**config.mk**
```make
export PLATFORM = sky130hd
export DESIGN_NAME = tmcw_ctrl
export DESIGN_NICKNAME = d
export VERILOG_FILES = /design/src/design/tmcw_pkg.sv /design/src/design/tmcw_ctrl.sv
export SDC_FILE = /design/constraint.sdc
export NUM_CORES = 1
export LEC_CHECK = 0
export BUFFER_PORTS_ARGS = -buffer_cell sky130_fd_sc_hd__clkbuf_2
export CAP_MARGIN = 20
export CORE_UTILIZATION = 44
export CTS_CLUSTER_SIZE = 10
export DETAILED_ROUTE_END_ITERATION = 16
export HOLD_SLACK_MARGIN = 0.05
export PLACE_DENSITY_LB_ADDON = 0.2
export SYNTH_ARGS = -nofsm -noshare
export SYNTH_HDL_FRONTEND = slang
export SYNTH_SLANG_ARGS = --single-unit
```
**constraint.sdc**
```tcl
create_clock -name aclk -period 1.7 [get_ports aclk]
set_clock_uncertainty 0.2 [all_clocks]
set_input_delay 0 -clock aclk [delete_from_list [all_inputs] [get_ports aclk]]
set_output_delay 0 -clock aclk [all_outputs]
set_load 0.01 [all_outputs]
```
**src/design/tmcw_pkg.sv**
```systemverilog
`timescale 1ns / 1ps

package tmcw_pkg;

    // fixed field widths of the stream payload
    localparam int CHAR_W  = 8;
    localparam int ROW_W   = 5;
    localparam int COL_W   = 7;
    localparam int CELL_W  = 16;
    localparam int ATTR_W  = 8;

    localparam int S_TDATA_W = 24;  // char, row, col = 20 bits, padded to bytes
    localparam int M_TDATA_W = 48;  // row, col, write value, read value = 44 bits
    localparam int M_TUSER_W = 2;

    localparam logic [CELL_W-1:0] BLANK_CELL   = 16'h0720;
    localparam logic [ATTR_W-1:0] ATTR_RESET   = 8'h07;
    localparam logic [CHAR_W-1:0] NEWLINE_CODE = 8'd10;
    localparam logic [CHAR_W-1:0] RETURN_CODE  = 8'd13;

    typedef enum logic [8:0] {
        ST_CLEAR    = 9'b000000001,
        ST_IDLE     = 9'b000000010,
        ST_DISPATCH = 9'b000000100,
        ST_SCROLL   = 9'b000001000,
        ST_DRAIN    = 9'b000010000,
        ST_BLANK    = 9'b000100000,
        ST_PUT      = 9'b001000000,
        ST_READ     = 9'b010000000,
        ST_FIN      = 9'b100000000
    } state_t;

    // controller -> datapath
    typedef struct packed {
        logic latch_in;
        logic cnt_clr;
        logic cnt_inc;
        logic clr_wr;
        logic copy_rd;
        logic blank_wr;
        logic fin_scroll;
        logic do_put;
        logic do_read;
        logic load_out;
    } ctrl_cmd_t;

    // datapath -> controller
    typedef struct packed {
        logic clr_last;
        logic copy_last;
        logic blank_last;
        logic need_scroll;
        logic is_read;
        logic out_free;
    } dp_status_t;

endpackage

```
**src/design/tmcw_ctrl.sv**
```systemverilog
`timescale 1ns / 1ps

module tmcw_ctrl (
    input  logic                  aclk,
    input  logic                  aresetn,
    input  logic                  s_tvalid,
    output logic                  s_tready,
    input  tmcw_pkg::dp_status_t  status,
    output tmcw_pkg::ctrl_cmd_t   cmd
);
    import tmcw_pkg::*;

    state_t state_reg;
    state_t state_next;

    always_ff @(posedge aclk) begin
        if (!aresetn) begin
            state_reg <= ST_CLEAR;
        end else begin
            state_reg <= state_next;
        end
    end

    always_comb begin
        state_next = state_reg;
        cmd        = '0;
        s_tready   = 1'b0;
        case (state_reg)
            ST_CLEAR: begin
                cmd.clr_wr  = 1'b1;
                cmd.cnt_inc = 1'b1;
                if (status.clr_last) begin
                    cmd.cnt_clr = 1'b1;
                    state_next  = ST_IDLE;
                end
            end
            ST_IDLE: begin
                s_tready = 1'b1;
                if (s_tvalid) begin
                    cmd.latch_in = 1'b1;
                    state_next   = ST_DISPATCH;
                end
            end
            ST_DISPATCH: begin
                cmd.cnt_clr = 1'b1;
                if (status.is_read) begin
                    state_next = ST_READ;
                end else if (status.need_scroll) begin
                    state_next = ST_SCROLL;
                end else begin
                    state_next = ST_PUT;
                end
            end
            ST_SCROLL: begin
                cmd.copy_rd = 1'b1;
                cmd.cnt_inc = 1'b1;
                if (status.copy_last) begin
                    cmd.cnt_clr = 1'b1;
                    state_next  = ST_DRAIN;
                end
            end
            ST_DRAIN: begin
                // last copied cell lands here
                state_next = ST_BLANK;
            end
            ST_BLANK: begin
                cmd.blank_wr = 1'b1;
                cmd.cnt_inc  = 1'b1;
                if (status.blank_last) begin
                    cmd.cnt_clr    = 1'b1;
                    cmd.fin_scroll = 1'b1;
                    state_next     = ST_PUT;
                end
            end
            ST_PUT: begin
                cmd.do_put = 1'b1;
                state_next = ST_FIN;
            end
            ST_READ: begin
                cmd.do_read = 1'b1;
                state_next  = ST_FIN;
            end
            ST_FIN: begin
                if (status.out_free) begin
                    cmd.load_out = 1'b1;
                    state_next   = ST_IDLE;
                end
            end
            default: begin
                state_next = ST_CLEAR;
            end
        endcase
    end

endmodule

```
==> results_dict.tcl, run 1 <==
set metrics [dict create \
    grt_max_degree 8 \
    violations "negative setup slack" \
    synth_edf_count 0 \
    root_buffer "clkbuf_4" \
    routedWlPerCell_um 17.86 \
    dp_slack_ns -0.02434 \
    clk_pin_slew_ns 0.07 \
    dr.pass1.iters 4 \
    syn-cell-area_um2 653.1 \
    drv_cap 0 \
    initialDrtViolationCount 49 \
    slowest_delay_ns 0.34 \
    period_needed_ns 1.859 \
    initial_utilization_pct 48.97 \
    hp-class "in -> out" \
    gp_congestion 0.8018 \
    yosys.area.top_type_share_pct 27.59 \
    ys_async_sr_fraction_pct 0 \
    drt-total-wl_mm 2.626 \
    io_pins 20 \
    rsz0062_at_grt "true" \
    clock_latency_ns 0.27 \
    utilization_pct 89.21 \
    syn_nets 92 \
    power.clock.fraction_pct 21.6 \
    cts_sinks 9 \
    area_growth_pct 82.18 \
    dieArea_mm2 0.001642 \
    p_sw_share_pct 36.83 \
    cp_max_fo 3 \
    antennaDiodeCount 0 \
    ir_drop_mv 0.6788 \
    crit_required_ns 1.50 \
    hpwl_mm 1.367 \
    whs_ns 0.1183 \
    status "finished with violations" \
    max_freq_mhz 537.9 \
    crit_arrival_ns 1.66 \
    seq_area_frac_synth_pct 27.59 \
    slew_headroom_pct 76.79 \
    place_area_um2 863.3 \
    p_switching_mw 0.3053 \
    grt_pass1_wl_mm 3.222 \
    antenna_found_initial 0 \
    vias 899 \
    synthTopCellsByArea "dfxtp_1 28%, nor2_1 6.9%, inv_1 5.2%" \
    synth.avg_cell_area_um2 7.869 \
    drive_gt1_share_pct 58.33 \
    overflow 0 \
    ant_nets 0 \
    largest_register_ffs 9 \
    internal_power_mw 0.5237 \
    cts_tree "built" \
    critPathLaunchType "register" \
    ys_seq_elements 9 \
    period_share_pct 109.4 \
    synthFlopType "dfxtp_1" \
    num-nets-final 142 \
    cts_buffers 3 \
    die_w_um 40.53 \
    cts_max_path_buffers 2 \
    fin_area_mm2 0.001190 \
    cp_cell_sequence "nor4_4 -> nand2_2 -> nor3b_4 -> inv_1 -> nor2_1 -> clkbuf_2" \
    worst-slew-pin-transition_ns 0.3478 \
    slowest_stage "dfxtp_2" \
    power_density_mw_per_mm2 696.7 \
    slew_violations 0 \
    cp-end-kind "primary output" \
    hold_viol 0 \
    total_power_mw 0.8290 \
    yosys_warnings 0 \
    grt_pass1_vias 730 \
    drc 0 \
    power.share.sequential_pct 30.3 \
    p_leak_nw 0.5474 \
    core_area_mm2 0.001334 \
    numPortBuffers 19 \
    track_usage_pct 30.53 \
    setup_viol 11 \
    crit_type "reg -> out" \
    yosysTopAreaCell "dfxtp_1" \
    die_height_um 40.53 \
    row_count 13 \
    pwr-share-comb_pct 48.1 \
    vias_per_cell 6.116 \
    setup_ws_ns -0.1590 \
    syn_inst 83 \
    synth.distinct_cells 34 \
    htreeDepth 1 \
]
[cell families (layout without fill, tap and decap cells)]
| group | after synthesis | count (layout) | share of synthesized area, % |
|---|---|---|---|
| simple gates | 45 | 45 | 43.49 |
| compound gates | 15 | 15 | 17.24 |
| buf+inv | 11 | 60 | 7.662 |
| flops | 9 | 9 | 27.59 |
| xor+xnor | 3 | 3 | 4.024 |
[timing repair]
item,CTS,global route
hold endpoints to repair,9,0
hold buffers,6,0
buffers inserted,5,2
pin swaps,8,8
resized for setup,19,32
setup endpoints to repair,12,18
[per-stage QoR]
step,cells,setup TNS (ns)
floorplan,83,0
CTS,145,-0.2026
global placement,130,0
finish,147,-0.6894
detailed placement,130,-0.02434
global route,147,-1.365
[critical path: cells and delay by family (launching register included)]
family,cells,cell delay (ns)
buffers and inverters,2,0.24
DFF,1,0.34
and+or+nand+nor,4,0.80
[per-layer routing]
layer | up-vias | share of wire [%] | GRT usage (%)
met4 | 0 | 2.7 | 13.33
met5 | - | 0 | 0
met2 | 57 | 46 | 51.59
met3 | 12 | 7.8 | 3.889
met1 | 427 | 43 | 38.03
li1 | 403 | - | -
[path summary, 6_finish.rpt]
check	depth (start not counted)	endpoint	from	slack, ns
max	6	cmd[3]	state_reg[0]	-0.16
min	3	cmd[9]	s_tvalid	0.12
min reg2reg	1	state_reg[1]	state_reg[1]	0.43
max reg2reg	5	state_reg[1]	state_reg[0]	-0.08
[cell type report]
class                           instances  area (um2)
Clock buffer                            4       26.28
Fill cell                              55       143.9
Inverter                                9       33.78
Multi-Input combinational cell         63       560.5
Sequential cell                         9       187.7
Tap cell                               15       18.77
Timing Repair Buffer                   47       362.8
[cells in the final DEF (no fill, tap or decap), drive strengths merged, types with 2 or more instances in the layout]
master,instances
nor3,5
nor2,12
o2111ai,2
inv,9
dfxtp,9
buf,30
xnor2,2
clkbuf,15
and3,5
o21ai,2
nand4,2
nor3b,4
nand2,3
a21oi,3
nor2b,2
and2,4
nand3,5
dlygate4sd3,6
[power by group through the flow]
stage / sequential (mW) / clock, mW / combinational (mW)
5_1_grt: 0.252 / 0.189 / 0.423
3_3_place_gp: 0.250 / 0 / 0.261
4_1_cts: 0.249 / 0.174 / 0.326
6_report: 0.252 / 0.179 / 0.399
3_5_place_dp: 0.251 / 0 / 0.265
2_1_floorplan: 0.245 / 0 / 0.171
[cell usage after synthesis (all sizes together), types with 2 or more instances]
cell / number
a21oi: 3
and2: 4
and3: 5
buf: 2
dfxtp: 9
inv: 9
nand2: 3
nand3: 5
nand4: 2
nor2: 12
nor2b: 2
nor3: 5
nor3b: 4
o2111ai: 2
o21ai: 2
xnor2: 2
Power figures use the tool's default switching activity.
==> run 2: changes to the inputs <==
CORE_UTILIZATION = 48   (was 44)
CTS_CLUSTER_SIZE = default   (was 10)
clock period = 1.9 ns   (was 1.7 ns; I/O delays follow)
==> results_dict.tcl, run 2 (synthesized netlist as in run 1, its figures left out) <==
set metrics [dict create \
    p_sw_share_pct 35.79 \
    setup_viol 0 \
    fillCellCount 82 \
    power_density_mw_per_mm2 697.2 \
    tns_ns 0 \
    root_buffer "clkbuf_4" \
    hp-class "in -> out" \
    core_area_mm2 0.001186 \
    numPortBuffers 19 \
    drive_gt1_share_pct 36.97 \
    vias 765 \
    crit_arrival_ns 1.81 \
    num-nets-final 129 \
    crit_required_ns 1.85 \
    clk_pin_slew_ns 0.07 \
    crit_start "state_reg[0]" \
    initialDrtViolationCount 25 \
    cts_sinks 9 \
    cts_buffers 3 \
    initial_utilization_pct 55.06 \
    hold_viol 0 \
    track_usage_pct 28.81 \
    dieArea_mm2 0.001512 \
    antenna_found_initial 0 \
    area_growth_pct 42.34 \
    power.clock.fraction_pct 23.7 \
    final_cell_count_no_fill 133 \
    ant_nets 0 \
    largest_register_ffs 9 \
    antennaDiodeCount 0 \
    dr.pass1.iters 4 \
    overflow 0 \
    drv_cap 0 \
    slew_violations 0 \
    p_switching_mw 0.2320 \
    cp.depth 5 \
    slowest_delay_ns 0.37 \
    cp_cell_sequence "nor4_4 -> buf_4 -> nand4_2 -> o221a_4 -> o211a_1" \
    grt_max_degree 10 \
    htreeDepth 1 \
    power.share.sequential_pct 34.9 \
    grt_pass1_vias 671 \
    ir_drop_mv 0.4631 \
    gp_congestion 0.8845 \
    crit_family "compound AO/OA/AOI/OAI gates" \
    status "complete, no violations" \
    dp_slack_ns 0.1068 \
    pwr-share-comb_pct 41.4 \
    routedWlPerCell_um 14.15 \
    hpwl_mm 1.271 \
    die_height_um 38.89 \
    die_w_um 38.89 \
    critPathLaunchType "register" \
    cp-endpoint "state_reg[1]" \
    vias_per_cell 5.752 \
    setup_ws_ns 0.03764 \
    clock_latency_ns 0.27 \
    place_inst 118 \
    drc 0 \
    internal_power_mw 0.4162 \
    rsz0062_at_grt "true" \
    slowest_stage "dfxtp_4" \
    slew_headroom_pct 79.13 \
    io_pins 20 \
    mostFrequentLayoutCell "clkbuf_2" \
    r2r_setup_slack_ns 0.04 \
    r2r_start "state_reg[0]" \
    cts_tree "built" \
    grt_pass1_wl_mm 2.863 \
    period_needed_ns 1.862 \
    path_buf_inv 1 \
    row_count 12 \
    cp_max_fo 6 \
    cts_max_path_buffers 2 \
    drt-total-wl_mm 1.882 \
    crit_type "reg -> reg" \
    layout_common_cells "17 x clkbuf_2, 11 x nor2_1, 9 x buf_4" \
    cp-end-kind "register" \
    reg2reg_depth 5 \
    r2r-end "state_reg[1]" \
    max_freq_mhz 537.0 \
    p_leak_nw 0.4523 \
    worst-slew-pin-transition_ns 0.3120 \
    period_share_pct 98.02 \
]
## run 2: through the flow
stage               total power, mW  cell area, um2  utilization (%)  hold WS, ns
floorplan                    0.3724           653.1                -      -0.1129
global placement             0.4286           779.5            65.72      0.03750
detailed placement           0.4350           779.5            65.72      0.03678
CTS                          0.5969           880.8            74.26       0.1083
global route                 0.6726           929.6            78.38       0.1449
finish                       0.6482           929.6            78.38       0.1272
## run 2: area by class of cell
type                       count  area, um2  share of cell area (%)
inverter                       9      33.78                   3.634
timing repair buffer          34      222.7                   23.96
multi-input combinational     63      442.9                   47.64
clock buffer                   4      26.28                   2.826
sequential                     9      186.4                   20.05
tap                           14      17.52                   1.884
## run 2: what timing repair did
| item | 4_1_cts | 5_1_grt |
|---|---|---|
| hold buffers | 6 | 0 |
| pin swaps | 3 | 4 |
| endpoints found under the setup margin | 2 | 10 |
| setup buffers | 2 | 3 |
| hold endpoints to repair | 9 | 0 |
| gates resized for setup | 0 | 11 |
## run 2: worst register-to-register path, cell delays in order, from the launching register on
cell     delay, ns
dfxtp_4       0.37
nor4_4        0.32
buf_4         0.18
nand4_2       0.14
o221a_4       0.32
o211a_1       0.21
## run 2: worst min-delay path by stage
stage               from  cells past startpoint      endpoint  slack, ns
6_report       status[3]                      4        cmd[3]       0.13
5_1_grt         s_tvalid                      3        cmd[9]       0.14
4_1_cts        status[3]                      4        cmd[3]       0.11
3_5_place_dp   status[1]                      3  state_reg[7]       0.04
3_3_place_gp   status[1]                      3  state_reg[7]       0.04
2_1_floorplan  status[0]                      2        cmd[0]      -0.11
## run 2: power groups by stage
stage	Sequential (mW)	Combinational [mW]	Clock, mW
after floorplan	0.219	0.153	0
after global placement	0.224	0.205	0
after detailed placement	0.226	0.209	0
after CTS	0.222	0.223	0.152
after global routing	0.228	0.290	0.155
final	0.226	0.268	0.154
## run 2: per-layer routing
metal  track usage [%]  up-vias  wire length, um
met5                 0        -                0
met4             14.66        0               19
met3             7.514        4              120
met2             48.33       35              896
met1             33.10      356              846
li1                  -      370                -
